<file path="src/rtl/tcw_pkg.sv">
`default_nettype none

package tcw_pkg;

  localparam int DEF_MAX_ROWS = 32;
  localparam int DEF_MAX_COLS = 128;

  localparam int CFG_IDX_W = 1;
  localparam logic [CFG_IDX_W-1:0] CFG_ROWS = 1'd0;
  localparam logic [CFG_IDX_W-1:0] CFG_COLS = 1'd1;

  localparam logic [5:0] RESET_ROWS = 6'd25;
  localparam logic [7:0] RESET_COLS = 8'd80;

  localparam logic [7:0] NEWLINE_CHAR = 8'd10;
  localparam logic [7:0] SPACE_CHAR   = 8'd32;

  localparam int IN_DATA_W  = 24;
  localparam int OUT_DATA_W = 40;

  typedef struct packed {
    logic clr_step;
    logic load_item;
    logic exec;
    logic scr_rd;
    logic scr_wr;
    logic fill;
    logic calc;
    logic out_load;
  } tcw_cmd_t;

  typedef struct packed {
    logic clr_last;
    logic is_read;
    logic scroll;
    logic one_row;
    logic row_end;
    logic move_last;
    logic out_free;
  } tcw_sts_t;

endpackage

`default_nettype wire

</file>
<file path="src/rtl/tcw_ctrl.sv">
`default_nettype none

module tcw_ctrl import tcw_pkg::*; (
  input  wire logic     clk,
  input  wire logic     rst_n,
  input  wire logic     in_tvalid,
  output logic          in_tready,
  input  wire tcw_sts_t sts,
  output tcw_cmd_t      cmd
);

  typedef enum logic [2:0] {
    S_CLEAR,
    S_IDLE,
    S_EXEC,
    S_SCR_RD,
    S_SCR_WR,
    S_FILL,
    S_CALC,
    S_DONE
  } state_t;

  state_t state_r, state_nxt;
  logic   in_tready_r;

  always_comb begin
    cmd       = '0;
    state_nxt = state_r;
    case (state_r)
      S_CLEAR: begin
        cmd.clr_step = 1'b1;
        if (sts.clr_last) begin
          state_nxt = S_IDLE;
        end
      end
      S_IDLE: begin
        if (in_tvalid && in_tready_r) begin
          cmd.load_item = 1'b1;
          state_nxt     = S_EXEC;
        end
      end
      S_EXEC: begin
        cmd.exec = 1'b1;
        if (!sts.is_read && sts.scroll) begin
          state_nxt = sts.one_row ? S_FILL : S_SCR_RD;
        end else begin
          state_nxt = S_CALC;
        end
      end
      S_SCR_RD: begin
        cmd.scr_rd = 1'b1;
        state_nxt  = S_SCR_WR;
      end
      S_SCR_WR: begin
        cmd.scr_wr = 1'b1;
        state_nxt  = sts.move_last ? S_FILL : S_SCR_RD;
      end
      S_FILL: begin
        cmd.fill = 1'b1;
        if (sts.row_end) begin
          state_nxt = S_CALC;
        end
      end
      S_CALC: begin
        cmd.calc  = 1'b1;
        state_nxt = S_DONE;
      end
      S_DONE: begin
        if (sts.out_free) begin
          cmd.out_load = 1'b1;
          state_nxt    = S_IDLE;
        end
      end
      default: state_nxt = S_IDLE;
    endcase
  end

  always_ff @(posedge clk) begin
    if (!rst_n) begin
      state_r     <= S_CLEAR;
      in_tready_r <= 1'b0;
    end else begin
      state_r     <= state_nxt;
      in_tready_r <= (state_nxt == S_IDLE);
    end
  end

  assign in_tready = in_tready_r;

  a_cmd_exclusive: assert property (@(posedge clk) disable iff (!rst_n)
    $onehot0(cmd))
    else $error("More than one datapath command issued in one cycle.");

  a_load_when_free: assert property (@(posedge clk) disable iff (!rst_n)
    cmd.out_load |-> sts.out_free)
    else $error("Output register overwritten while its item was pending.");

  a_write_after_read: assert property (@(posedge clk) disable iff (!rst_n)
    cmd.scr_wr |-> $past(cmd.scr_rd))
    else $error("Scroll write issued without a preceding read.");

  a_fill_on_put: assert property (@(posedge clk) disable iff (!rst_n)
    cmd.fill |-> !sts.is_read)
    else $error("Bottom row cleared for a read item.");

endmodule

`default_nettype wire

</file>
<file path="config.mk">
export PLATFORM = sky130hd
export DESIGN_NAME = tcw_ctrl
export DESIGN_NICKNAME = d
export VERILOG_FILES = /design/src/rtl/tcw_pkg.sv /design/src/rtl/tcw_ctrl.sv
export SDC_FILE = /design/constraint.sdc
export NUM_CORES = 1
export LEC_CHECK = 0
export ABC_AREA = 0
export BUFFER_PORTS_ARGS = -buffer_cell sky130_fd_sc_hd__buf_4
export CAP_MARGIN = 20
export CORE_AREA = 2 2 39 41
export CTS_CLUSTER_SIZE = 28
export DETAILED_ROUTE_END_ITERATION = 7
export DIE_AREA = 0 0 41 43
export SETUP_SLACK_MARGIN = 0.05
export SYNTH_ARGS = -nofsm -noshare
export SYNTH_HDL_FRONTEND = slang
export SYNTH_SLANG_ARGS = --single-unit
</file>
<file path="constraint.sdc">
create_clock -name clk -period 1.7 [get_ports clk]
set_clock_uncertainty 0.2 [all_clocks]
set_input_delay 0.255 -clock clk [delete_from_list [all_inputs] [get_ports clk]]
set_output_delay 0.255 -clock clk [all_outputs]
set_load 0.05 [all_outputs]
</file>
==> results.sh <==
export IMPL_switchingPower_uw=140
export IMPL_final_design_area_no_fill_um2=549
export IMPL_root_buffer="sky130_fd_sc_hd__clkbuf_4"
export IMPL_num_vias=370
export IMPL_fin_util_pct=39.7
export IMPL_report_final_setup_viol=0
export IMPL_combinationalPowerShare_pct=38.8
export IMPL_grt_total_usage_pct=10.1
export IMPL_drt_pass1_iter_count=4
export IMPL_cts_reportedPaths_clkPinSlew_ns=0.04
export IMPL_clock_tree_buffer_depth=2
export IMPL_io_pin_count=19
export IMPL_synth_distinct_cells=23
export IMPL_top_layer_used="met4"
export IMPL_synth_warnings=0
export IMPL_finalWirelength_um=815
export IMPL_numClockSinks=4
export IMPL_synth_area_leader_cell="sky130_fd_sc_hd__dfxtp_1"
export IMPL_gr_total_overflow=0
export IMPL_tritoncts="done"
export IMPL_flow_area_growth_from_synthesis_pct=72.8
export IMPL_numPlacedInstances=72
export IMPL_grt_pass1_wl_mm=1.19
export IMPL_worst_slew_margin_rel_pct=64.5
export IMPL_avgRoutedWirePerCell_um=10.6
export IMPL_wl_met1_um=366
export IMPL_detailed_place_area_um2=480
export IMPL_post_place_ws_ns=0.0456
export IMPL_initial_core_util_pct=23.0
export IMPL_htree_num_levels=1
export IMPL_finalWorstPathRequiredPeriod_ns=1.64
export IMPL_detailroute_wirelength_met3_um=37
export IMPL_routabilityCongestion=0.807
export IMPL_final_antenna_net_count=0
export IMPL_post_layout_total_power_uw=395
export IMPL_hold_violations=0
export IMPL_synth_seq_cells=4
export IMPL_area_of_the_core_region_um2=1380
export IMPL_average_cell_area_after_synthesis_um2=7.95
export IMPL_timing_setup_critical_path_class="reg -> out"
export IMPL_drive_above_1_share_pct=59.0
export IMPL_power_switching_fraction_pct=35.5
export IMPL_cp_max_fo=13
export IMPL_num_nets_final=73
export IMPL_cap_violations=0
export IMPL_syn_area_um2=318
export IMPL_powerDensity_nw_per_um2=720
export IMPL_final_min_period_over_clock_period_pct=96.3
export IMPL_tightest_slew_ns=0.525
export IMPL_n_antenna_cell=0
export IMPL_total_leakage_power_nw=0.232
export IMPL_detail_route_iter0_violations=5
export IMPL_post_synth_inst_count=40
export IMPL_io_buffers=18
export IMPL_start_point_of_the_critical_path="state_r[1]"
export IMPL_floorplan_die_width_um=41
export IMPL_nature_of_the_critical_path_startpoint="register"
export IMPL_dp_final_hpwl_um=635
export IMPL_antenna_found_initial=0
export IMPL_rsz0062_at_grt="yes"
export IMPL_floorplan_die_area_um2=1760
export IMPL_synth_net_count=50
export IMPL_routed_via_density=4.81
export IMPL_cts_hold_buffers_added=0
export IMPL_cts_buffers_inserted=3
export IMPL_detail_route_drc_violations=0
export IMPL_final_cell_count_no_fill=77
export IMPL_power_sequential_fraction_pct=30.8
export IMPL_relative_contribution_of_the_clock_network_to_total_power_pct=30.4
export IMPL_area_contributors_post_synth="sky130_fd_sc_hd__dfxtp_1 25%, sky130_fd_sc_hd__buf_6 7.1%, sky130_fd_sc_hd__nor3b_1 7.1%"
export IMPL_std_cell_rows=14
export IMPL_worst_setup_path_end_kind="output pin"
export IMPL_maximum_number_of_pins_on_one_net_before_global_route_repair=14
export IMPL_synth_sequential_area_ratio_pct=25.2
export IMPL_power_internal_uw=255
export IMPL_routed_wl_met2_um=395
export IMPL_grt_pass1_vias=307
export IMPL_final_max_slew_viol_count=0
export IMPL_outcome="finished, final reports clean"
export IMPL_vdd_ir_drop_max_mv=0.267
export IMPL_cp_arrival_ns=1.18
export IMPL_hold_path_startpoint="rst_n"
export IMPL_critical_path_required_ns=1.24
export IMPL_setup_slack_ns=0.0627
export IMPL_layout_filler_cells=153
export IMPL_insertion_delay_ns=0.24
export IMPL_area_share_of_the_leading_cell_type_in_the_synthesized_netlist_pct=25.2
export IMPL_r2r_start="state_r[0]"
export IMPL_hold_class="in -> reg"
export IMPL_die_height_um=43
export IMPL_timing_fmax_ghz=0.611
## cells by family after synthesis
logic type,synth area share (%)
simple gates,47.6
flops,25.2
buf+inv,10.6
compound gates,16.5
## critical path, stage by stage, from the launching register on
cell                      delay, ns
sky130_fd_sc_hd__dfxtp_4       0.38
sky130_fd_sc_hd__nor3b_4       0.21
sky130_fd_sc_hd__nor2b_4       0.19
sky130_fd_sc_hd__buf_6         0.16
## Yosys cell counts
master	instances
sky130_fd_sc_hd__nor3b_1	3
sky130_fd_sc_hd__a21o_1	1
sky130_fd_sc_hd__o21a_1	1
sky130_fd_sc_hd__inv_2	1
sky130_fd_sc_hd__a22oi_1	1
sky130_fd_sc_hd__a221o_1	1
sky130_fd_sc_hd__buf_6	2
sky130_fd_sc_hd__nand2b_1	3
sky130_fd_sc_hd__nand2_1	3
sky130_fd_sc_hd__nand3_1	1
sky130_fd_sc_hd__nor3_1	3
sky130_fd_sc_hd__nor2b_1	2
sky130_fd_sc_hd__nand3b_1	1
sky130_fd_sc_hd__o21ai_0	1
sky130_fd_sc_hd__dfxtp_1	4
sky130_fd_sc_hd__o41ai_1	1
sky130_fd_sc_hd__and2_1	2
sky130_fd_sc_hd__nor4_2	1
sky130_fd_sc_hd__nor4_1	1
sky130_fd_sc_hd__buf_4	1
sky130_fd_sc_hd__nor2_1	4
sky130_fd_sc_hd__nor3b_2	1
sky130_fd_sc_hd__a31oi_1	1
## routing by layer
metal  GRT usage, %  up-vias
li1               -      187
met1           11.6      170
met2           15.3       11
met3           1.57        2
met4           8.00        0
met5              0        -
## placed cells by master, fill, tap and decap left out, types with 2 or more instances in the layout
cell type	Yosys	layout
sky130_fd_sc_hd__nand2b_1	3	3
sky130_fd_sc_hd__clkbuf_4	0	3
sky130_fd_sc_hd__dfxtp_4	0	3
sky130_fd_sc_hd__and2_1	2	2
sky130_fd_sc_hd__nand2_1	3	3
sky130_fd_sc_hd__buf_6	2	3
sky130_fd_sc_hd__nor2_1	4	2
sky130_fd_sc_hd__nor3_1	3	3
sky130_fd_sc_hd__buf_4	1	18
sky130_fd_sc_hd__nor3b_2	1	3
## through the flow
step	hold slack [ns]	setup TNS, ns
2_1_floorplan	0.177	-0.792
3_3_place_gp	0.286	0
3_5_place_dp	0.281	0
4_1_cts	0.0364	0
5_1_grt	0.0419	0
6_report	0.0378	0
## what timing repair did
item / 4_1_cts / 5_1_grt
resized for setup: 5 / 6
setup buffers: 0 / 2
endpoints found under the setup margin: 8 / 6
## registers in the layout, summed over array words and instances, names as in the netlist
name	flops
state_r	3
in_tready	1
## area by class of cell
class	instances	area (µm²)	area share [%]
Multi-Input combinational cell	32	243	44.2
Timing Repair Buffer	21	169	30.8
Sequential cell	4	91.3	16.6
Clock buffer	3	22.5	4.10
Tap cell	16	20.0	3.64
Inverter	1	3.75	0.683
## power groups by stage
stage / logic, mW / clock network [mW] / registers, mW
floorplan: 0.0973 / 0 / 0.126
global placement: 0.140 / 0 / 0.123
detailed placement: 0.140 / 0 / 0.123
CTS: 0.140 / 0.123 / 0.123
global route: 0.164 / 0.131 / 0.124
finish: 0.153 / 0.120 / 0.122
## path summary, 6_finish.rpt
| path | cells past startpoint | slack, ns | endpoint |
|---|---|---|---|
| worst max-delay path | 3 | 0.06 | cmd[6] |
| worst min-delay path | 2 | 0.04 | state_r[2] |
| worst max register to register | 4 | 0.14 | in_tready |
| worst min register to register | 2 | 0.45 | state_r[0] |
No activity file was read; power rests on OpenSTA's default activity.
